==> config.mk <==
export PLATFORM = sky130hd
export DESIGN_NAME = tilt_flip_qualifier
export DESIGN_NICKNAME = d
export VERILOG_FILES = /design/src/rtl/tfq_pkg.sv /design/src/rtl/tfq_hist.sv /design/src/rtl/tilt_flip_qualifier.sv
export SDC_FILE = /design/constraint.sdc
export NUM_CORES = 1
export LEC_CHECK = 0
export BUFFER_PORTS_ARGS = -buffer_cell sky130_fd_sc_hd__buf_2
export CAP_MARGIN = 5
export CORE_MARGIN = 5
export CORE_UTILIZATION = 51
export DETAILED_ROUTE_END_ITERATION = 12
export HOLD_SLACK_MARGIN = 0.15
export PLACE_DENSITY = 0.7
export SYNTH_ARGS = -nofsm -noshare
export SYNTH_HDL_FRONTEND = slang
export SYNTH_SLANG_ARGS = --single-unit
==> constraint.sdc <==
create_clock -name clk -period 4.8 [get_ports clk]
set_input_delay 0.96 -clock clk [delete_from_list [all_inputs] [get_ports clk]]
set_output_delay 0.96 -clock clk [all_outputs]
set_load 0.05 [all_outputs]
==> src/rtl/tfq_pkg.sv <==
`default_nettype none
// ----------------------------------------------------------------------------
// tfq_pkg
// Shared constants and types for the tilt/flip orientation qualifier.
// ----------------------------------------------------------------------------
package tfq_pkg;

  localparam int HISTORY_DEPTH = 28;
  localparam int HIST_AW       = $clog2(HISTORY_DEPTH);
  localparam int CNT_W         = $clog2(HISTORY_DEPTH);

  localparam int ACC_W     = 16;
  localparam int CFG_W     = 15;
  localparam int CFG_IDX_W = 2;

  localparam logic [CFG_IDX_W-1:0] REG_MANUAL_ORIENT = 2'd0;
  localparam logic [CFG_IDX_W-1:0] REG_TILT_LIMIT    = 2'd1;
  localparam logic [CFG_IDX_W-1:0] REG_FLIP_LEVEL    = 2'd2;

  localparam logic [CFG_W-1:0] TILT_LIMIT_RST = 15'd819;
  localparam logic [CFG_W-1:0] FLIP_LEVEL_RST = 15'd3277;

  localparam logic [HIST_AW-1:0] LAST_SLOT = HIST_AW'(HISTORY_DEPTH - 1);
  localparam logic [CNT_W-1:0]   LAST_CNT  = CNT_W'(HISTORY_DEPTH - 1);
  localparam logic [CNT_W-1:0]   HALF_CNT  = CNT_W'(HISTORY_DEPTH / 2);

  typedef struct packed {
    logic               wr_en;
    logic [HIST_AW-1:0] wr_addr;
    logic               wr_data;
    logic               rd_en;
    logic [HIST_AW-1:0] rd_addr;
    logic               clr;
  } hist_req_t;

  function automatic logic [HIST_AW-1:0] next_slot(input logic [HIST_AW-1:0] a);
    return (a == LAST_SLOT) ? '0 : a + HIST_AW'(1);
  endfunction

endpackage
`default_nettype wire

==> src/rtl/tfq_hist.sv <==
`default_nettype none
// ----------------------------------------------------------------------------
// tfq_hist
// History ring storage: one-bit synchronous memory with registered read and
// per-entry valid bits; an entry that is not valid reads as zero.
// ----------------------------------------------------------------------------
module tfq_hist
  import tfq_pkg::*;
(
  input  wire logic      clk,
  input  wire logic      rst_n,
  input  wire hist_req_t req,
  output logic           rd_data
);

  logic                     mem_r [HISTORY_DEPTH];
  logic [HISTORY_DEPTH-1:0] vld_r;
  logic                     rd_data_r;

  always_ff @(posedge clk) begin
    if (req.wr_en) begin
      mem_r[req.wr_addr] <= req.wr_data;
    end
  end

  // Clear drops every entry at once.
  always_ff @(posedge clk) begin
    if (!rst_n || req.clr) begin
      vld_r <= '0;
    end else if (req.wr_en) begin
      vld_r[req.wr_addr] <= 1'b1;
    end
  end

  always_ff @(posedge clk) begin
    if (req.rd_en) begin
      rd_data_r <= mem_r[req.rd_addr] & vld_r[req.rd_addr];
    end
  end

  assign rd_data = rd_data_r;

endmodule
`default_nettype wire

==> src/rtl/tilt_flip_qualifier.sv <==
`default_nettype none
// A manual-mode tick or the first (priming) tick goes straight to its result;
// a normal tick first walks the history memory, one read per cycle, to decide.
// One tick at a time: no new tick is taken until the last one's result has been
// committed to the output register, which waits while the output is stalled.
// Reset (synchronous, active low): registers to their defaults, history
// entries invalid (read as zero), orientation up, not primed.
// ----------------------------------------------------------------------------
// tilt_flip_qualifier
// Marks upside-down samples into a history ring and toggles the screen
// orientation once the mark has been seen steadily.
// ----------------------------------------------------------------------------
module tilt_flip_qualifier
  import tfq_pkg::*;
(
  input  wire logic                  clk,
  input  wire logic                  rst_n,
  input  wire logic                  cfg_wr_en,
  input  wire logic [CFG_IDX_W-1:0]  cfg_index,
  input  wire logic [CFG_W-1:0]      cfg_data,
  input  wire logic                  in_valid,
  output logic                       in_ready,
  input  wire logic signed [ACC_W-1:0] in_accel_x,
  input  wire logic signed [ACC_W-1:0] in_accel_y,
  input  wire logic signed [ACC_W-1:0] in_accel_z,
  output logic                       out_valid,
  input  wire logic                  out_ready,
  output logic                       out_orientation,
  output logic                       out_redraw_request
);

  localparam logic [2:0] ST_IDLE = 3'd0;
  localparam logic [2:0] ST_SCAN = 3'd1;
  localparam logic [2:0] ST_LAST = 3'd2;
  localparam logic [2:0] ST_DEC  = 3'd3;
  localparam logic [2:0] ST_FIN  = 3'd4;

  // Configuration registers
  logic             manual_r;
  logic [CFG_W-1:0] tilt_r;
  logic [CFG_W-1:0] flip_r;

  // Control and scan state
  logic [2:0]         state_r, state_nxt;
  logic [HIST_AW-1:0] wp_r, wp_nxt;
  logic               primed_r, primed_nxt;
  logic               dir_r, dir_nxt;
  logic [HIST_AW-1:0] ra_r, ra_nxt;
  logic [CNT_W-1:0]   iss_r, iss_nxt;
  logic               ret_vld_r;
  logic [CNT_W-1:0]   ret_idx_r;
  logic [CNT_W-1:0]   marks_r, marks_nxt;
  logic [CNT_W-1:0]   trans_r, trans_nxt;
  logic               prev_r, prev_nxt;
  logic               tgl_r, tgl_nxt;
  logic               out_valid_r, out_valid_nxt;
  logic               out_dir_r, out_dir_nxt;
  logic               out_redraw_r, out_redraw_nxt;

  hist_req_t hreq;
  logic      hist_bit;

  logic               accept;
  logic               commit;
  logic               mark;
  logic signed [ACC_W:0] ax, ay, az, mag_x, mag_z, tilt_s, flip_s;

  // Hold configuration; ignore indexes beyond the register list.
  always_ff @(posedge clk) begin
    if (!rst_n) begin
      manual_r <= 1'b0;
      tilt_r   <= TILT_LIMIT_RST;
      flip_r   <= FLIP_LEVEL_RST;
    end else if (cfg_wr_en) begin
      case (cfg_index)
        REG_MANUAL_ORIENT: manual_r <= cfg_data[0];
        REG_TILT_LIMIT:    tilt_r   <= cfg_data;
        REG_FLIP_LEVEL:    flip_r   <= cfg_data;
        default: ;
      endcase
    end
  end

  // Upside-down test on the incoming sample; 17-bit signed so |-32768| fits.
  always_comb begin
    ax     = {in_accel_x[ACC_W-1], in_accel_x};
    ay     = {in_accel_y[ACC_W-1], in_accel_y};
    az     = {in_accel_z[ACC_W-1], in_accel_z};
    mag_x  = ax[ACC_W] ? -ax : ax;
    mag_z  = az[ACC_W] ? -az : az;
    tilt_s = signed'({2'b00, tilt_r});
    flip_s = signed'({2'b00, flip_r});
    if (mag_x > tilt_s || mag_z > tilt_s) begin
      mark = 1'b0;
    end else if (!dir_r) begin
      mark = ay > flip_s;
    end else begin
      mark = ay < -flip_s;
    end
  end

  assign in_ready = (state_r == ST_IDLE);
  assign accept   = in_valid && in_ready;
  // Deliver only once the output register is free or being emptied.
  assign commit   = (state_r == ST_FIN) && (!out_valid_r || out_ready);

  // History memory requests: write the mark on a primed, non-manual transfer,
  // walk during scan, drop all entries when the orientation toggles.
  always_comb begin
    hreq         = '0;
    hreq.wr_en   = accept && !manual_r && primed_r;
    hreq.wr_addr = wp_r;
    hreq.wr_data = mark;
    hreq.rd_en   = (state_r == ST_SCAN);
    hreq.rd_addr = ra_r;
    hreq.clr     = commit && tgl_r;
  end

  tfq_hist u_hist (
    .clk     (clk),
    .rst_n   (rst_n),
    .req     (hreq),
    .rd_data (hist_bit)
  );

  always_comb begin
    state_nxt      = state_r;
    wp_nxt         = wp_r;
    primed_nxt     = primed_r;
    dir_nxt        = dir_r;
    ra_nxt         = ra_r;
    iss_nxt        = iss_r;
    marks_nxt      = marks_r;
    trans_nxt      = trans_r;
    prev_nxt       = prev_r;
    tgl_nxt        = tgl_r;
    out_valid_nxt  = out_valid_r && !out_ready;
    out_dir_nxt    = out_dir_r;
    out_redraw_nxt = out_redraw_r;

    // Accumulate returning history bits: marks over all but the newest
    // entry, transitions over every adjacent pair.
    if (ret_vld_r) begin
      if (ret_idx_r != LAST_CNT) begin
        marks_nxt = marks_r + CNT_W'(hist_bit);
      end
      if (ret_idx_r != '0) begin
        trans_nxt = trans_r + CNT_W'(hist_bit ^ prev_r);
      end
      prev_nxt = hist_bit;
    end

    case (state_r)
      ST_IDLE: begin
        if (accept) begin
          marks_nxt = '0;
          trans_nxt = '0;
          if (manual_r) begin
            tgl_nxt   = 1'b0;
            state_nxt = ST_FIN;
          end else if (!primed_r) begin
            // A primed ring is uniform: a full ring of marks always
            // qualifies, a ring of clear entries matches the reset state.
            primed_nxt = 1'b1;
            wp_nxt     = '0;
            tgl_nxt    = mark;
            state_nxt  = ST_FIN;
          end else begin
            wp_nxt    = next_slot(wp_r);
            ra_nxt    = next_slot(wp_r);
            iss_nxt   = '0;
            state_nxt = ST_SCAN;
          end
        end
      end
      ST_SCAN: begin
        ra_nxt  = next_slot(ra_r);
        iss_nxt = iss_r + CNT_W'(1);
        if (iss_r == LAST_CNT) begin
          state_nxt = ST_LAST;
        end
      end
      ST_LAST: begin
        state_nxt = ST_DEC;
      end
      ST_DEC: begin
        tgl_nxt   = (marks_r > HALF_CNT) && (trans_r < (marks_r >> 1));
        state_nxt = ST_FIN;
      end
      ST_FIN: begin
        if (commit) begin
          dir_nxt        = dir_r ^ tgl_r;
          out_valid_nxt  = 1'b1;
          out_dir_nxt    = dir_r ^ tgl_r;
          out_redraw_nxt = tgl_r;
          state_nxt      = ST_IDLE;
        end
      end
      default: begin
        state_nxt = ST_IDLE;
      end
    endcase
  end

  always_ff @(posedge clk) begin
    if (!rst_n) begin
      state_r     <= ST_IDLE;
      wp_r        <= '0;
      primed_r    <= 1'b0;
      dir_r       <= 1'b0;
      ret_vld_r   <= 1'b0;
      out_valid_r <= 1'b0;
      iss_r       <= '0;
      marks_r     <= '0;
      trans_r     <= '0;
      tgl_r       <= 1'b0;
    end else begin
      state_r     <= state_nxt;
      wp_r        <= wp_nxt;
      primed_r    <= primed_nxt;
      dir_r       <= dir_nxt;
      ret_vld_r   <= (state_r == ST_SCAN);
      out_valid_r <= out_valid_nxt;
      iss_r       <= iss_nxt;
      marks_r     <= marks_nxt;
      trans_r     <= trans_nxt;
      tgl_r       <= tgl_nxt;
    end
  end

  // Payload registers
  always_ff @(posedge clk) begin
    ra_r         <= ra_nxt;
    ret_idx_r    <= iss_r;
    prev_r       <= prev_nxt;
    out_dir_r    <= out_dir_nxt;
    out_redraw_r <= out_redraw_nxt;
  end

  assign out_valid          = out_valid_r;
  assign out_orientation    = out_dir_r;
  assign out_redraw_request = out_redraw_r;

  // A committed toggle must flip the held orientation.
  a_toggle_flips: assert property (@(posedge clk) disable iff (!rst_n)
    commit && tgl_r |=> dir_r != $past(dir_r))
    else $error("toggle did not flip orientation");

  // Read data only returns while the walk is in flight.
  a_ret_in_scan: assert property (@(posedge clk) disable iff (!rst_n)
    ret_vld_r |-> (state_r == ST_SCAN || state_r == ST_LAST))
    else $error("history read returned outside scan");

  // Counters stay within the ring.
  a_cnt_range: assert property (@(posedge clk) disable iff (!rst_n)
    marks_r <= LAST_CNT && trans_r <= LAST_CNT && wp_r <= LAST_SLOT)
    else $error("scan counter out of range");

  // No new transfer while a tick is still being worked on.
  a_one_item: assert property (@(posedge clk) disable iff (!rst_n)
    accept |=> !in_ready)
    else $error("input taken during active tick");

endmodule
`default_nettype wire

## Word level (Yosys, flattened, before mapping)

Memories as Yosys holds them, arrays and structs flattened. A register that Yosys moved wholly into a read port is not among the register bits.
Cells that the tools add are included.
Widths: inputs -> output; s select.

| word-level totals | value |
|---|---|
| memory bits (writable) | 28 |
| output and inout bits | 4 |
| flip-flop bits (word level) | 101 |
| word-level logic and storage cells | 129 |
| memories | 1 |
| bits of input ports | 70 |

Memory list:

| memory | depth | width | rd ports | clocked after Yosys merged registers in | write ports | RTL line | RTL |
|---|---|---|---|---|---|---|---|
| u_hist.mem_r | 28 | 1 | 1 | 1 | 1 | tfq_hist.sv:16 | `logic mem_r [HISTORY_DEPTH];` |

| operators by class | value |
|---|---|
| bitwise operators | 5 |
| muxes and demuxes | 42 |
| reduce and logical (&&, ||, !) cells | 28 |
| equality and inequality tests | 16 |
| order comparisons | 9 |
| $add $sub $neg | 8 |

Operators with widths:

| operator | count |
|---|---|
| $mux 5 | 18 |
| $gt 17x16->1 | 2 |
| $mux 17 | 2 |
| $neg 16->17 | 2 |
| $or 28x28->28 | 1 |
| $pmux 5 s2 | 2 |
| $lt 16x17->1 | 1 |
| $neg 15->17 | 1 |
| $gt 16x16->1 | 1 |
| $add 5x1->5 const B | 3 |
| $eq 5x5->1 const B | 3 |
| $mux 3 | 5 |
| $pmux 3 s5 | 1 |
| $lt 5x6->1 const B | 2 |
| $mux 1 | 11 |
| $add 5x1->5 | 2 |
| $reduce_and 3->1 | 3 |
| $logic_and 1x1->1 | 8 |
| $reduce_and 2->1 | 4 |
| $eq 3x2->1 const B | 2 |
| $ne 2x1->1 const B | 3 |
| $bmux 1 s5 | 1 |
| $demux 1 s5 | 1 |
| $ge 5x1->1 const B | 1 |
| other kinds (20) | 28 |

## Logic depth before layout (Yosys ltp)

Gate-level depths: netlist of run 1.

| depth | value |
|---|---|
| depth after elaboration | 9 |
| mapped depth | 13 |
| gate-level depth less buffers | 13 |

## By module

From an unflattened synthesis of run 1, not the netlist that was laid out.

| unflattened totals | value |
|---|---|
| cells, all modules | 825 |
| area, all modules | 7448.4 sq um |

Modules (own cells, without submodules):

| module | instances | area each (sq um) | cells an instance | seq. area each (sq um) |
|---|---|---|---|---|
| tilt_flip_qualifier | 1 | 5258.8 | 638 | 1521.5 |
| tfq_hist | 1 | 2189.6 | 187 | 1431.4 |

## Least setup slack after synthesis of run 1

No wires, ideal clock.

| timing path | value |
|---|---|
| path type | input to register |
| start point | in in_accel_z[6] |
| end point | mem u_hist.mem_r[0] (data pin) |
| data required time | 4468 ps |
| stages | 11 |
| library setup time | 332 ps |
| path buffers | 0 |
| setup slack | 324 ps |
| data arrival time | 4144 ps |
| cells stage by stage | or4_1 or3_4 o41ai_1 xnor2_1 ha_1 a211oi_1 o21ai_0 nor4_1 a2111o_1 nand3_1 nor2_1 |

RTL lines:

| element | RTL line | RTL |
|---|---|---|
| start: declaration | tilt_flip_qualifier.sv:25 | `input wire logic signed [ACC_W-1:0] in_accel_z,` |
| end: declaration | tfq_hist.sv:16 |  |

==> impl_results.html, run 1 <==
<table>
<tr><th>Metric</th><th>Value</th></tr>
<tr><th colspan="2">Status</th></tr>
<tr><td>Status</td><td>finished, final reports clean</td></tr>
<tr><th colspan="2">Clocking</th></tr>
<tr><td>Clock transition at the registers of the reported paths</td><td>0.06 ns</td></tr>
<tr><td>Number of buffers created by CTS</td><td>17</td></tr>
<tr><td>Post-cts repair resize count</td><td>0</td></tr>
<tr><td>Sinks on Clock Net</td><td>134</td></tr>
<tr><td>Max Root-Sink Buffers</td><td>2</td></tr>
<tr><td>CTS HTree Levels</td><td>4</td></tr>
<tr><td>Post-CTS setup buffer count</td><td>0</td></tr>
<tr><td>Clock tree from TritonCTS</td><td>done</td></tr>
<tr><td>Worst-Skew Late Latency</td><td>0.41 ns</td></tr>
<tr><td>Total of hold buffers inserted after clock tree synthesis</td><td>0</td></tr>
<tr><td>Clock tree root buffer cell</td><td>clkbuf_16</td></tr>
<tr><th colspan="2">Timing</th></tr>
<tr><td>Highest clock rate</td><td>0.252 GHz</td></tr>
<tr><td>Slew @ Worst Pin</td><td>1.02 ns</td></tr>
<tr><td>Final min period</td><td>3.97 ns</td></tr>
<tr><td>Worst-case headroom to the max-slew limit</td><td>0.322</td></tr>
<tr><td>Share of the cycle needed by the critical path after routing</td><td>0.828</td></tr>
<tr><td>Final total negative setup slack</td><td>0 ns</td></tr>
<tr><td>Final Hold Vio Count</td><td>0</td></tr>
<tr><td>Unrepaired setup endpoints after global routing</td><td>false</td></tr>
<tr><td>Clk_skew</td><td>0.00922 ns</td></tr>
<tr><td>Max Transition Viols Final</td><td>0</td></tr>
<tr><td># setup viols final</td><td>0</td></tr>
<tr><th colspan="2">Detailed routing</th></tr>
<tr><td>Detailed-route vias per instance</td><td>5.62</td></tr>
<tr><td>Routed len/inst</td><td>15.4 um</td></tr>
<tr><td>Number of detailed-routing iterations run before antenna repair</td><td>5</td></tr>
<tr><td>First-iteration detailed-routing DRC count</td><td>334</td></tr>
<tr><td>Via count</td><td>6048</td></tr>
<tr><td>ANT nets after route</td><td>0</td></tr>
<tr><td>Remaining DRCs</td><td>0</td></tr>
<tr><td>Wirelength, routed</td><td>16.6 mm</td></tr>
<tr><th colspan="2">Placement</th></tr>
<tr><td>Half-perimeter wire length after placement</td><td>12.6 mm</td></tr>
<tr><td>Number of buffers added on ports</td><td>73</td></tr>
<tr><td>GPL Wtd Cong</td><td>0.831</td></tr>
<tr><td>Placed Instance Area</td><td>0.00832 mm2</td></tr>
<tr><th colspan="2">Critical path</th></tr>
<tr><td>Kind of critical path</td><td>primary input to flop</td></tr>
<tr><td>Launching element type of the critical path</td><td>primary input</td></tr>
<tr><td>Critical path data required time</td><td>5.02 ns</td></tr>
<tr><td>Maximum fanout along the worst path</td><td>28</td></tr>
<tr><td>Data arrival, critical path</td><td>4.20 ns</td></tr>
<tr><td>CP endpoint kind</td><td>flop</td></tr>
<tr><th colspan="2">Power</th></tr>
<tr><td>Highest ir drop seen on vdd</td><td>0.000271 V</td></tr>
<tr><td>Power density cells</td><td>349 mW/mm2</td></tr>
<tr><td>Static leakage</td><td>3.45 nW</td></tr>
<tr><th colspan="2">Logic synthesis</th></tr>
<tr><td>Post-Synthesis Net Count</td><td>955</td></tr>
<tr><td>Post-Synthesis Cell Area</td><td>0.00781 mm2</td></tr>
<tr><td>Prevailing post-synth register cell</td><td>dfxtp_1</td></tr>
<tr><td>Sequential fraction of the synthesis area</td><td>0.391</td></tr>
<tr><td>Post-synth EDFFs</td><td>37</td></tr>
<tr><td>Cell variety after synth</td><td>62</td></tr>
<tr><td>Number of synthesis warnings</td><td>0</td></tr>
<tr><td>Number of register bits inferred by synthesis</td><td>134</td></tr>
<tr><td>Fraction of registers with async set or reset after synthesis</td><td>0</td></tr>
<tr><td>Average size of a mapped cell</td><td>9.67 um2</td></tr>
<tr><td>Number of instances in the synthesized netlist</td><td>808</td></tr>
<tr><th colspan="2">Floorplanning</th></tr>
<tr><td>Die area</td><td>0.0179 mm2</td></tr>
<tr><td>Rows</td><td>45</td></tr>
<tr><td>Vert. Die Dim</td><td>134 um</td></tr>
<tr><td>Starting Density</td><td>0.518</td></tr>
<tr><td>Die W</td><td>134 um</td></tr>
<tr><td>Core footprint</td><td>0.0151 mm2</td></tr>
<tr><td>Top-level port count</td><td>74</td></tr>
<tr><th colspan="2">GRT</th></tr>
<tr><td>Met2 track demand over resource</td><td>0.295</td></tr>
<tr><td>Initial antenna violation count</td><td>1</td></tr>
<tr><td>GRT Resource Usage Total</td><td>0.191</td></tr>
<tr><td>Number of global-route vias before repair</td><td>5692</td></tr>
<tr><td>Congestion Overflow GR</td><td>0</td></tr>
<tr><td>Busiest layer in global routing</td><td>met2</td></tr>
<tr><td>Pin count of the biggest net entering global routing</td><td>51</td></tr>
<tr><td>M3 GR Usage</td><td>0.0360</td></tr>
<tr><td>Global routing met1 resource utilization</td><td>0.269</td></tr>
<tr><td>First-pass GRT wire length</td><td>27.6 mm</td></tr>
<tr><th colspan="2">Finish</th></tr>
<tr><td>Layout Area Growth over Synthesis</td><td>14.0%</td></tr>
<tr><td>Commonest non-fill, non-tap cell in the layout</td><td>dfxtp_1</td></tr>
<tr><td>Commonest cells after routing, fill and taps aside</td><td>dfxtp_1 (97), nand2_1 (96), ha_1 (77), buf_2 (73), nor2_1 (57)</td></tr>
<tr><td>Final instance area</td><td>0.00891 mm2</td></tr>
<tr><td>Fraction of final layout cells with drive strength greater than 1</td><td>0.154</td></tr>
<tr><td>Number of nets in the final layout</td><td>1022</td></tr>
<tr><th colspan="2">Min path</th></tr>
<tr><td>Hold/Removal Path Class</td><td>flop to flop</td></tr>
<tr><th colspan="2">Job</th></tr>
<tr><td>Number of maximum-capacitance constraint violations</td><td>0</td></tr>
</table>
==> where the power goes <==
part           switching, mW  internal, mW  total (mW)
clock network          0.524         0.738        1.26
logic                  0.282         0.240       0.522
registers             0.0888          1.23        1.32
total                  0.895          2.21        3.10
==> routing by layer <==
layer  wire [um]  part of all wire  vias up
met1        8050              0.48     2808
met5           0                 0        -
li1            -                 -     3094
met4         298             0.018        0
met3         771             0.046       23
met2        7510              0.45      123
==> synthesized netlist by cell type (2+ instances only) <==
| master | count | area (um2) |
|---|---|---|
| a211oi_1 | 5 | 37.5 |
| a21boi_0 | 23 | 173 |
| a21o_1 | 4 | 30.0 |
| a21oi_1 | 24 | 120 |
| a31oi_1 | 3 | 18.8 |
| and2_1 | 6 | 37.5 |
| and3b_1 | 2 | 17.5 |
| and4b_1 | 3 | 30.0 |
| buf_2 | 3 | 15.0 |
| clkbuf_1 | 22 | 82.6 |
| dfxtp_1 | 97 | 1940 |
| edfxtp_1 | 37 | 1110 |
| ha_1 | 77 | 963 |
| inv_1 | 46 | 173 |
| mux2_2 | 5 | 56.3 |
| mux2i_1 | 7 | 70.1 |
| mux4_2 | 16 | 360 |
| nand2_1 | 96 | 360 |
| nand2b_1 | 6 | 37.5 |
| nand3_1 | 19 | 95.1 |
| nand3b_1 | 5 | 37.5 |
| nand4_1 | 22 | 138 |
| nand4b_1 | 3 | 26.3 |
| nor2_1 | 57 | 214 |
| nor2b_1 | 11 | 68.8 |
| nor3_1 | 11 | 55.1 |
| nor3b_1 | 4 | 30.0 |
| nor4_1 | 8 | 50.1 |
| nor4b_1 | 2 | 17.5 |
| o211ai_1 | 17 | 128 |
| o21a_1 | 34 | 255 |
| o21ai_0 | 23 | 115 |
| o21ai_1 | 3 | 15.0 |
| o22ai_1 | 3 | 18.8 |
| o31ai_1 | 9 | 67.6 |
| o41ai_1 | 4 | 35.0 |
| o41ai_2 | 2 | 32.5 |
| or3_1 | 5 | 31.3 |
| or3b_1 | 2 | 17.5 |
| or4_1 | 4 | 30.0 |
| or4_4 | 4 | 45.0 |
| xnor2_1 | 42 | 368 |
| xor2_1 | 13 | 114 |
==> final timing paths <==
check           startpoint         endpoint  slack [ns]  cells after the start
max          in_accel_z[6]  u_hist.mem_r[1]        0.83                     13
min               iss_r[4]     ret_idx_r[4]        0.38                      0
max reg2reg      flip_r[2]  u_hist.mem_r[1]        0.87                     14
min reg2reg       iss_r[4]     ret_idx_r[4]        0.38                      0
==> kinds of logic (layout without fill, tap and decap cells) <==
kind of cell | after synthesis | in the layout | synth area share
mux | 28 | 28 | 0.0623
simple gates | 277 | 277 | 0.181
buf+inv | 72 | 152 | 0.0351
other cells | 0 | 1 | 0
flops | 134 | 134 | 0.391
compound gates | 165 | 165 | 0.146
xor+xnor | 55 | 55 | 0.0616
fa+ha+maj | 77 | 77 | 0.123
==> sequential cells by signal, summed over array words and instances (netlist names), 3 cells and up, named ones only <==
signal,count
flip_r,15
marks_r,5
tilt_r,15
wp_r,5
u_hist.mem_r,28
iss_r,5
u_hist.vld_r,28
state_r,3
trans_r,5
ra_r,5
ret_idx_r,5
==> worst max-delay path: stages <==
cell and delay [ns]:
buf_2 0.11, or4_1 0.55, or3_4 0.36, o41ai_1 0.39, xnor2_1 0.17, ha_1 0.27, a211oi_1 0.24, o21ai_0 0.14
nor4_1 0.33, a2111o_1 0.24, nand3_1 0.08, nor2_1 0.09, buf_4 0.26
==> cell type report <==
cell class	count	area [um2]
repair buffers	74	373
multi-input cells	602	4490
inverters	46	173
clock inverters	12	105
fillers	1344	6180
clock buffers	20	478
flip-flops and latches	134	3050
diodes	1	2.50
well taps	188	235
==> stage by stage <==
step / hold WS, ns / std cells / power (mW) / setup slack (ns) / util
finish: 0.385 / 1077 / 3.10 / 0.826 / 0.590
global route: 0.400 / 1077 / 3.26 / 0.468 / 0.590
CTS: 0.387 / 1076 / 3.13 / 0.817 / 0.590
detailed placement: 0.377 / 1044 / 1.86 / 0.425 / 0.551
global placement: 0.376 / 1044 / 1.86 / 0.503 / 0.551
floorplan: 0.363 / 808 / 1.71 / 0.324 / -
Note: power is estimated with default switching activity, not from simulation.
==> run 2, diff against run 1 <==
--- a/config.mk
+++ b/config.mk
@@ -5,6 +5,7 @@
 export SDC_FILE = /design/constraint.sdc
 export NUM_CORES = 1
 export LEC_CHECK = 0
+export ABC_AREA = 1
 export BUFFER_PORTS_ARGS = -buffer_cell sky130_fd_sc_hd__buf_2
 export CAP_MARGIN = 5
 export CORE_MARGIN = 5
==> constraint.sdc (replaced) <==
create_clock -name clk -period 3.7 [get_ports clk]
set_input_delay 0.74 -clock clk [delete_from_list [all_inputs] [get_ports clk]]
set_output_delay 0.74 -clock clk [all_outputs]
set_load 0.05 [all_outputs]
==> impl_results.html, run 2 <==
<table>
<tr><th>Metric</th><th>Value</th></tr>
<tr><th colspan="2">Status</th></tr>
<tr><td>Status</td><td>finished, final reports clean</td></tr>
<tr><th colspan="2">Finish</th></tr>
<tr><td>Registers with the most flip-flops</td><td>u_hist.mem_r: 28 flops, u_hist.vld_r: 28 flops</td></tr>
<tr><td>Number of antenna repair diodes</td><td>0 (-1)</td></tr>
<tr><td>Number of nets in the final layout</td><td>1284 (+26%)</td></tr>
<tr><td>Fraction of final layout cells with drive strength greater than 1</td><td>0.121 (-0.0334)</td></tr>
<tr><td>Layout filler cell count</td><td>1420 (+5.7%)</td></tr>
<tr><td>Layout Area Growth over Synthesis</td><td>14.4%</td></tr>
<tr><td>Commonest non-fill, non-tap cell in the layout</td><td>nor2_1</td></tr>
<tr><td>Commonest cells after routing, fill and taps aside</td><td>nor2_1 (193), nand2_1 (165), inv_1 (138), dfxtp_1 (97), ha_1 (77)</td></tr>
<tr><th colspan="2">Power</th></tr>
<tr><td>Power density cells</td><td>451 mW/mm2 (+29%)</td></tr>
<tr><td>Static leakage</td><td>4.13 nW (+20%)</td></tr>
<tr><td>Post-layout power</td><td>4.14 mW (+33%)</td></tr>
<tr><td>Highest ir drop seen on vdd</td><td>0.000307 V (+13%)</td></tr>
<tr><th colspan="2">Logic synthesis</th></tr>
<tr><td>Number of register bits inferred by synthesis</td><td>134 (unchanged)</td></tr>
<tr><td>Top cell type by total area after synthesis</td><td>dfxtp_1</td></tr>
<tr><td>Post-synth EDFFs</td><td>37 (unchanged)</td></tr>
<tr><td>Number of instances in the synthesized netlist</td><td>1059 (+31%)</td></tr>
<tr><td>Most numerous cell types in the synthesized netlist</td><td>nor2_1 (193), nand2_1 (165), inv_1 (138)</td></tr>
<tr><td>Post-Synthesis Cell Area</td><td>0.00802 mm2 (+2.7%)</td></tr>
<tr><td>Number of synthesis warnings</td><td>0 (unchanged)</td></tr>
<tr><td>Sequential fraction of the synthesis area</td><td>0.381 (-0.0101)</td></tr>
<tr><td>Fraction of registers with async set or reset after synthesis</td><td>0 (unchanged)</td></tr>
<tr><td>Most frequently used cell type in the post-synthesis netlist</td><td>nor2_1</td></tr>
<tr><td>Prevailing post-synth register cell</td><td>dfxtp_1</td></tr>
<tr><td>Post-Synthesis Net Count</td><td>1206 (+26%)</td></tr>
<tr><td>Cell variety after synth</td><td>45 (-27%)</td></tr>
<tr><td>Yosys top cell area share</td><td>0.242 (-0.00643)</td></tr>
<tr><td>Main area contributors after synthesis</td><td>dfxtp_1 (24%), edfxtp_1 (14%), ha_1 (12%), nor2_1 (9.0%), nand2_1 (7.7%)</td></tr>
<tr><td>Average size of a mapped cell</td><td>7.57 um2 (-22%)</td></tr>
<tr><th colspan="2">GRT</th></tr>
<tr><td>Pin count of the biggest net entering global routing</td><td>37 (-27%)</td></tr>
<tr><td>First-pass GRT wire length</td><td>31.4 mm (+14%)</td></tr>
<tr><td>Congestion Overflow GR</td><td>0 (unchanged)</td></tr>
<tr><td>Number of global-route vias before repair</td><td>6644 (+17%)</td></tr>
<tr><td>Initial antenna violation count</td><td>0 (-1)</td></tr>
<tr><td>GRT Resource Usage Total</td><td>0.214 (+0.0223)</td></tr>
<tr><th colspan="2">Critical path</th></tr>
<tr><td>Peak per-stage delay on the critical path</td><td>0.32 ns (-0.23 ns)</td></tr>
<tr><td>Critical path data required time</td><td>3.86 ns (-1.16 ns)</td></tr>
<tr><td>Cell depth of the worst flop-to-flop path</td><td>22 (+8)</td></tr>
<tr><td>Launching element type of the critical path</td><td>flop</td></tr>
<tr><td>Cell type of the slowest stage on the worst timing path</td><td>dfxtp_1</td></tr>
<tr><td>Reg-to-reg startpoint</td><td>flip_r[1]</td></tr>
<tr><td>Kind of critical path</td><td>flop to flop</td></tr>
<tr><td>Endpoint of the worst setup timing path</td><td>u_hist.mem_r[16]</td></tr>
<tr><td>FF-to-FF setup slack</td><td>0.29 ns (-0.58 ns)</td></tr>
<tr><td>Maximum fanout along the worst path</td><td>28 (unchanged)</td></tr>
<tr><td>Reg2Reg Capture Point</td><td>u_hist.mem_r[16]</td></tr>
<tr><td>Startpoint of the most critical setup path</td><td>flip_r[1]</td></tr>
<tr><td>Cells along the critical path</td><td>inv_1, ha_1, nand3_2, nor2_2, nand2_2, nor3_4, nand3_2, nor3_2, nand3_1, xor2_1, ha_1, nand2_1, nor2_1, nand4_1, nor2_1, nor2_1, nand2_1, nand2_1, nand3_1, nand2_1, and2_1, buf_12</td></tr>
<tr><td>Most repeated library cell on the critical path</td><td>nand2_1</td></tr>
<tr><td>CP endpoint kind</td><td>flop</td></tr>
<tr><td>Data arrival, critical path</td><td>3.57 ns (-0.63 ns)</td></tr>
<tr><th colspan="2">Detailed routing</th></tr>
<tr><td>Via count</td><td>7025 (+16%)</td></tr>
<tr><td>Remaining DRCs</td><td>0 (unchanged)</td></tr>
<tr><td>Detailed-route vias per instance</td><td>5.16 (-8.1%)</td></tr>
<tr><td>ANT nets after route</td><td>0 (unchanged)</td></tr>
<tr><td>Wirelength, routed</td><td>18.6 mm (+12%)</td></tr>
<tr><td>Routed len/inst</td><td>13.6 um (-12%)</td></tr>
<tr><td>Number of detailed-routing iterations run before antenna repair</td><td>5 (unchanged)</td></tr>
<tr><td>First-iteration detailed-routing DRC count</td><td>479 (+43%)</td></tr>
<tr><th colspan="2">Clocking</th></tr>
<tr><td>CTS HTree Levels</td><td>4 (unchanged)</td></tr>
<tr><td>Clock transition at the registers of the reported paths</td><td>0.06 ns (about the same)</td></tr>
<tr><td>Clock tree from TritonCTS</td><td>done</td></tr>
<tr><td>Number of buffers created by CTS</td><td>17 (unchanged)</td></tr>
<tr><td>Sinks on Clock Net</td><td>134 (unchanged)</td></tr>
<tr><td>Total of hold buffers inserted after clock tree synthesis</td><td>0 (unchanged)</td></tr>
<tr><td>Worst-Skew Late Latency</td><td>0.42 ns (about the same)</td></tr>
<tr><td>Clock tree root buffer cell</td><td>clkbuf_16</td></tr>
<tr><td>Post-CTS setup buffer count</td><td>0 (unchanged)</td></tr>
<tr><td>Post-cts repair resize count</td><td>0 (unchanged)</td></tr>
<tr><td>Max Root-Sink Buffers</td><td>2 (unchanged)</td></tr>
<tr><th colspan="2">Job</th></tr>
<tr><td>Number of maximum-capacitance constraint violations</td><td>0 (unchanged)</td></tr>
<tr><th colspan="2">Timing</th></tr>
<tr><td>Unrepaired setup endpoints after global routing</td><td>false</td></tr>
<tr><td>Final total negative setup slack</td><td>0 ns (unchanged)</td></tr>
<tr><td># setup viols final</td><td>0 (unchanged)</td></tr>
<tr><td>Highest clock rate</td><td>0.293 GHz</td></tr>
<tr><td>Clk_skew</td><td>0.0107 ns (+0.00149 ns)</td></tr>
<tr><td>Worst-case headroom to the max-slew limit</td><td>0.283 (-0.0387)</td></tr>
<tr><td>Final min period</td><td>3.41 ns</td></tr>
<tr><td>Max Transition Viols Final</td><td>0 (unchanged)</td></tr>
<tr><td>Slew @ Worst Pin</td><td>1.07 ns (+0.0555 ns)</td></tr>
<tr><td>Share of the cycle needed by the critical path after routing</td><td>0.921</td></tr>
<tr><td>Final Hold Vio Count</td><td>0 (unchanged)</td></tr>
<tr><th colspan="2">Floorplanning</th></tr>
<tr><td>Die area</td><td>0.0183 mm2 (+2.5%)</td></tr>
<tr><td>Starting Density</td><td>0.524 (+0.00595)</td></tr>
<tr><td>Rows</td><td>45 (unchanged)</td></tr>
<tr><td>Vert. Die Dim</td><td>135 um (+1.2%)</td></tr>
<tr><td>Core footprint</td><td>0.0153 mm2 (+1.5%)</td></tr>
<tr><td>Top-level port count</td><td>74 (unchanged)</td></tr>
<tr><td>Die W</td><td>135 um (+1.2%)</td></tr>
<tr><th colspan="2">Placement</th></tr>
<tr><td>Half-perimeter wire length after placement</td><td>14.4 mm (+14%)</td></tr>
<tr><td>GPL Wtd Cong</td><td>0.883 (+6.2%)</td></tr>
<tr><td>Number of buffers added on ports</td><td>73 (unchanged)</td></tr>
<tr><th colspan="2">Min path</th></tr>
<tr><td>Hold/Removal Path Class</td><td>flop to flop</td></tr>
<tr><td>Hold Path Depth</td><td>0 (unchanged)</td></tr>
</table>
run 2: changes by cell type after synthesis, sizes merged, moves of 12 or more:
cell | previous run | this run
xnor2 | 42 | 5
xor2 | 13 | 38
o21ai | 26 | 75
o21a | 34 | 3
nor3 | 11 | 23
a21boi | 24 | 0
nand3 | 19 | 43
inv | 46 | 143
mux4 | 16 | 0
nand2 | 97 | 170
nand4 | 22 | 6
nor2 | 57 | 201
a21oi | 24 | 63
run 2: cell type report:
class                   instances  area [um2]  share of cell area
multi-input cells             761        4340               0.473
flip-flops and latches        134        3050               0.333
inverters                     144         542              0.0591
clock buffers                  18         439              0.0479
repair buffers                 79         423              0.0461
well taps                     211         264              0.0288
clock inverters                14         110              0.0120
run 2: worst min-delay path by stage:
stage                     startpoint            to  slack (ns)
after floorplan             iss_r[4]  ret_idx_r[4]        0.35
after global placement      iss_r[0]  ret_idx_r[0]        0.37
after detailed placement    iss_r[0]  ret_idx_r[0]        0.37
after CTS                   iss_r[4]  ret_idx_r[4]        0.38
after global routing        iss_r[0]  ret_idx_r[0]        0.39
final                       iss_r[0]  ret_idx_r[0]        0.38
run 2: cell families (layout without fill, tap and decap cells):
| group | count (synthesis) | in the layout | synth area share |
|---|---|---|---|
| AOI/OAI and AO/OA | 190 | 190 | 0.135 |
| xor gates and xnor gates | 43 | 43 | 0.0470 |
| adders and majority gates | 77 | 77 | 0.120 |
| buffers and inverters | 164 | 255 | 0.0781 |
| DFF | 134 | 134 | 0.381 |
| and+or+nand+nor | 451 | 451 | 0.239 |
run 2: power by group:
part / internal [mW] / switching (mW) / leakage, nW
sequential: 1.60 / 0.0862 / 1.13
combinational: 0.306 / 0.584 / 2.73
clock: 0.931 / 0.627 / 0.266
run 2: per-layer routing:
layer  vias up  GRT usage  share of wire
met4         0     0.0504          0.012
met2       190      0.361           0.48
met1      3158      0.280           0.45
met5         -          0              0
li1       3652          -              -
met3        25     0.0472          0.053
run 2: worst max-delay path, delay by kind of cell, from the launching register on:
kind	cells	cell delay, ns
flip-flops	1	0.32
buffers and inverters	2	0.26
AND/OR/NAND/NOR	17	1.88
XOR/XNOR	1	0.17
adder cells (fa/ha/maj)	2	0.49
run 2: metrics by stage:
step | utilization | cells | setup WS [ns] | cell area [um2] | hold WS, ns
global route | 0.599 | 1361 | 0.0202 | 9170 | 0.393
CTS | 0.599 | 1361 | 0.305 | 9170 | 0.382
floorplan | - | 1059 | 0.297 | 8020 | 0.351
finish | 0.599 | 1361 | 0.293 | 9170 | 0.382
detailed placement | 0.563 | 1329 | 0.0852 | 8620 | 0.372
global placement | 0.563 | 1329 | 0.165 | 8620 | 0.369
==> run 3, diff against run 2 <==
--- a/config.mk
+++ b/config.mk
@@ -9,10 +9,9 @@
 export BUFFER_PORTS_ARGS = -buffer_cell sky130_fd_sc_hd__buf_2
 export CAP_MARGIN = 5
 export CORE_MARGIN = 5
-export CORE_UTILIZATION = 51
+export CORE_UTILIZATION = 30
 export DETAILED_ROUTE_END_ITERATION = 12
 export HOLD_SLACK_MARGIN = 0.15
-export PLACE_DENSITY = 0.7
 export SYNTH_ARGS = -nofsm -noshare
 export SYNTH_HDL_FRONTEND = slang
 export SYNTH_SLANG_ARGS = --single-unit
==> impl_results.html, run 3 (same netlist as run 2, synthesis figures left out) <==
<table>
<tr><th>Metric</th><th>Value</th></tr>
<tr><th colspan="2">Timing</th></tr>
<tr><td>Worst-case headroom to the max-slew limit</td><td>0.312 (+0.0284)</td></tr>
<tr><td>Final min period</td><td>3.42 ns (+0.00776 ns)</td></tr>
<tr><td>Highest clock rate</td><td>0.293 GHz (-0.23%)</td></tr>
<tr><td>Share of the cycle needed by the critical path after routing</td><td>0.923 (+0.00210)</td></tr>
<tr><td># setup viols final</td><td>0 (unchanged)</td></tr>
<tr><td>Slew @ Worst Pin</td><td>1.03 ns (-0.0424 ns)</td></tr>
<tr><td>Max Transition Viols Final</td><td>0 (unchanged)</td></tr>
<tr><td>Final Hold Vio Count</td><td>0 (unchanged)</td></tr>
<tr><td>Clk_skew</td><td>0.0141 ns (+0.00334 ns)</td></tr>
<tr><td>Worst hold slack</td><td>0.374 ns (-0.00838 ns)</td></tr>
<tr><th colspan="2">Finish</th></tr>
<tr><td>Number of antenna repair diodes</td><td>0 (unchanged)</td></tr>
<tr><td>Registers with the most flip-flops</td><td>u_hist.mem_r: 28 flops, u_hist.vld_r: 28 flops</td></tr>
<tr><td>Layout filler cell count</td><td>2686 (+89%)</td></tr>
<tr><td>Area occupied by registers</td><td>0.00305 mm2 (unchanged)</td></tr>
<tr><td>Final design utilization</td><td>0.356 (-0.242)</td></tr>
<tr><td>Final instance count without filler cells</td><td>1483 (+9.0%)</td></tr>
<tr><td>Commonest cells after routing, fill and taps aside</td><td>nor2_1 (192), nand2_1 (165), inv_1 (138), dfxtp_1 (97), ha_1 (77)</td></tr>
<tr><td>Fraction of final layout cells with drive strength greater than 1</td><td>0.122 (+0.00108)</td></tr>
<tr><td>Number of nets in the final layout</td><td>1282 (-0.16%)</td></tr>
<tr><td>Layout Area Growth over Synthesis</td><td>16.5%</td></tr>
<tr><td>Commonest non-fill, non-tap cell in the layout</td><td>nor2_1</td></tr>
<tr><td>Area used by multi-input combinational logic</td><td>0.00434 mm2 (about the same)</td></tr>
<tr><th colspan="2">Detailed routing</th></tr>
<tr><td>Total met2 wirelength after detailed routing</td><td>9.33 mm (+3.7%)</td></tr>
<tr><td>M1 wire length</td><td>9.41 mm (+13%)</td></tr>
<tr><td>Via count</td><td>6993 (-0.46%)</td></tr>
<tr><td>Met3 wire length</td><td>806 um (-19%)</td></tr>
<tr><td>Remaining DRCs</td><td>0 (unchanged)</td></tr>
<tr><td>Number of detailed-routing iterations run before antenna repair</td><td>5 (unchanged)</td></tr>
<tr><td>Routed len/inst</td><td>13.4 um (-1.7%)</td></tr>
<tr><td>Detailed-route vias per instance</td><td>4.72 (-8.6%)</td></tr>
<tr><td>Wirelength, routed</td><td>19.9 mm (+7.2%)</td></tr>
<tr><td>Highest routing layer actually used</td><td>met5</td></tr>
<tr><td>First-iteration detailed-routing DRC count</td><td>399 (-17%)</td></tr>
<tr><td>ANT nets after route</td><td>0 (unchanged)</td></tr>
<tr><th colspan="2">Floorplanning</th></tr>
<tr><td>Die W</td><td>174 um (+28%)</td></tr>
<tr><td>Rows</td><td>59 (+31%)</td></tr>
<tr><td>Core footprint</td><td>0.0262 mm2 (+71%)</td></tr>
<tr><td>Top-level port count</td><td>74 (unchanged)</td></tr>
<tr><td>Die area</td><td>0.0301 mm2 (+64%)</td></tr>
<tr><td>Vert. Die Dim</td><td>174 um (+28%)</td></tr>
<tr><td>Starting Density</td><td>0.306 (-0.218)</td></tr>
<tr><th colspan="2">Clocking</th></tr>
<tr><td>CTS HTree Levels</td><td>4 (unchanged)</td></tr>
<tr><td>Total of hold buffers inserted after clock tree synthesis</td><td>0 (unchanged)</td></tr>
<tr><td>Sinks on Clock Net</td><td>134 (unchanged)</td></tr>
<tr><td>Clock tree root buffer cell</td><td>clkbuf_16</td></tr>
<tr><td>Max Root-Sink Buffers</td><td>2 (unchanged)</td></tr>
<tr><td>Clock tree from TritonCTS</td><td>done</td></tr>
<tr><td>Clock transition at the registers of the reported paths</td><td>0.06 ns (about the same)</td></tr>
<tr><td>Worst-Skew Late Latency</td><td>0.42 ns (about the same)</td></tr>
<tr><td>Post-CTS setup buffer count</td><td>0 (unchanged)</td></tr>
<tr><td>Number of buffers created by CTS</td><td>17 (unchanged)</td></tr>
<tr><th colspan="2">Critical path</th></tr>
<tr><td>CP endpoint kind</td><td>flop</td></tr>
<tr><td>Cells along the critical path</td><td>inv_1, ha_1, nand3_2, nor2_2, nand2_2, nor3_4, nand3_2, nor3_2, nand3_1, xor2_1, ha_1, a21oi_1, nor2_1, nor2_1, nand2_1, nor2_1, nand3_1, nand3_1, nand2_1, and2_1, buf_12</td></tr>
<tr><td>Data arrival, critical path</td><td>3.57 ns (about the same)</td></tr>
<tr><td>Reg2Reg Capture Point</td><td>u_hist.mem_r[1]</td></tr>
<tr><td>Launching element type of the critical path</td><td>flop</td></tr>
<tr><td>FF-to-FF setup slack</td><td>0.28 ns (about the same)</td></tr>
<tr><td>Worst Path Buf+Inv</td><td>2 (unchanged)</td></tr>
<tr><td>Reg-to-reg startpoint</td><td>flip_r[1]</td></tr>
<tr><td>Kind of critical path</td><td>flop to flop</td></tr>
<tr><td>Peak per-stage delay on the critical path</td><td>0.32 ns (about the same)</td></tr>
<tr><td>Critical path data required time</td><td>3.85 ns (about the same)</td></tr>
<tr><td>Maximum fanout along the worst path</td><td>28 (unchanged)</td></tr>
<tr><td>Kind of cell adding the most delay to the critical path</td><td>simple AND/OR/NAND/NOR gates</td></tr>
<tr><td>Cell type of the slowest stage on the worst timing path</td><td>dfxtp_1</td></tr>
<tr><td>Cell depth of the worst flop-to-flop path</td><td>21 (-4.5%)</td></tr>
<tr><th colspan="2">GRT</th></tr>
<tr><td>Congestion Overflow GR</td><td>0 (unchanged)</td></tr>
<tr><td>Pin count of the biggest net entering global routing</td><td>37 (unchanged)</td></tr>
<tr><td>First-pass GRT wire length</td><td>32.6 mm (+3.8%)</td></tr>
<tr><td>Number of global-route vias before repair</td><td>6653 (+0.14%)</td></tr>
<tr><td>GRT Resource Usage Total</td><td>0.131 (-0.0822)</td></tr>
<tr><td>Initial antenna violation count</td><td>1 (+1)</td></tr>
<tr><th colspan="2">Min path</th></tr>
<tr><td>Hold path startpoint</td><td>iss_r[4]</td></tr>
<tr><td>Hold EP</td><td>ret_idx_r[4]</td></tr>
<tr><td>Hold/Removal Path Class</td><td>flop to flop</td></tr>
<tr><td>Hold Path Depth</td><td>0 (unchanged)</td></tr>
<tr><th colspan="2">Placement</th></tr>
<tr><td>Half-perimeter wire length after placement</td><td>15.5 mm (+8.1%)</td></tr>
<tr><td>Number of cells in the design after placement</td><td>1451 (+9.2%)</td></tr>
<tr><td>Number of buffers added on ports</td><td>73 (unchanged)</td></tr>
<tr><td>GPL Wtd Cong</td><td>0.841 (-4.8%)</td></tr>
<tr><th colspan="2">Power</th></tr>
<tr><td>Highest ir drop seen on vdd</td><td>0.000325 V (+5.9%)</td></tr>
<tr><td>Static leakage</td><td>4.13 nW (about the same)</td></tr>
<tr><td>Power density cells</td><td>448 mW/mm2 (-0.63%)</td></tr>
<tr><th colspan="2">Status</th></tr>
<tr><td>Status</td><td>finished, final reports clean</td></tr>
<tr><th colspan="2">Job</th></tr>
<tr><td>Number of maximum-capacitance constraint violations</td><td>0 (unchanged)</td></tr>
</table>
==> run 3: cell type report <==
type                       count  share of cell area
clock inverter                 8             0.00670
multi-input combinational    761               0.465
timing repair buffer          77              0.0437
tap                          335              0.0449
sequential                   134               0.327
clock buffer                  24              0.0549
inverter                     144              0.0580
==> run 3: worst max-delay path by stage <==
stage / from / end / slack (ns) / cells after the start
final: flip_r[1] / u_hist.mem_r[1] / 0.28 / 21
after global routing: flip_r[1] / u_hist.mem_r[1] / -0.0002 / 22
after CTS: flip_r[1] / u_hist.mem_r[20] / 0.25 / 22
after detailed placement: in_accel_z[0] / u_hist.mem_r[3] / 0.07 / 22
after global placement: in_accel_x[0] / u_hist.mem_r[11] / 0.17 / 18
after floorplan: in_accel_z[0] / u_hist.mem_r[0] / 0.30 / 16
==> run 3: power by group <==
part           leakage (nW)  internal [mW]  switching [mW]
clock network         0.275          0.974           0.631
logic                  2.72          0.303           0.577
registers              1.13           1.60          0.0983
==> run 3: metal layers <==
layer  vias up  track usage
met5         -            0
met4         2       0.0399
met3        27       0.0262
met2       145        0.215
met1      3177        0.176
li1       3642            -
==> run 3: worst register-to-register path, cell delays in order, from the launching register on <==
cell	delay, ns
dfxtp_1	0.32
inv_1	0.10
ha_1	0.20
nand3_2	0.11
nor2_2	0.10
nand2_2	0.08
nor3_4	0.16
nand3_2	0.12
nor3_2	0.20
nand3_1	0.16
xor2_1	0.17
ha_1	0.30
a21oi_1	0.13
nor2_1	0.05
nor2_1	0.09
nand2_1	0.06
nor2_1	0.13
nand3_1	0.08
nand3_1	0.09
nand2_1	0.12
and2_1	0.22
buf_12	0.16
==> run 3: repair_timing <==
| item | in CTS | in global routing |
|---|---|---|
| endpoints found under the hold margin | 0 | 0 |
| setup endpoints to repair | 0 | 28 |
| resized for setup | 0 | 1 |
==> run 3: metrics by stage <==
stage / setup TNS [ns] / worst slack (ns) / total power, mW / instance area, um2
finish: 0 / 0.285 / 4.18 / 9340
global route: -0.000606 / -0.000233 / 4.43 / 9340
CTS: 0 / 0.251 / 4.23 / 9340
detailed placement: 0 / 0.0718 / 2.61 / 8760
global placement: 0 / 0.174 / 2.59 / 8760
floorplan: 0 / 0.297 / 2.34 / 8020
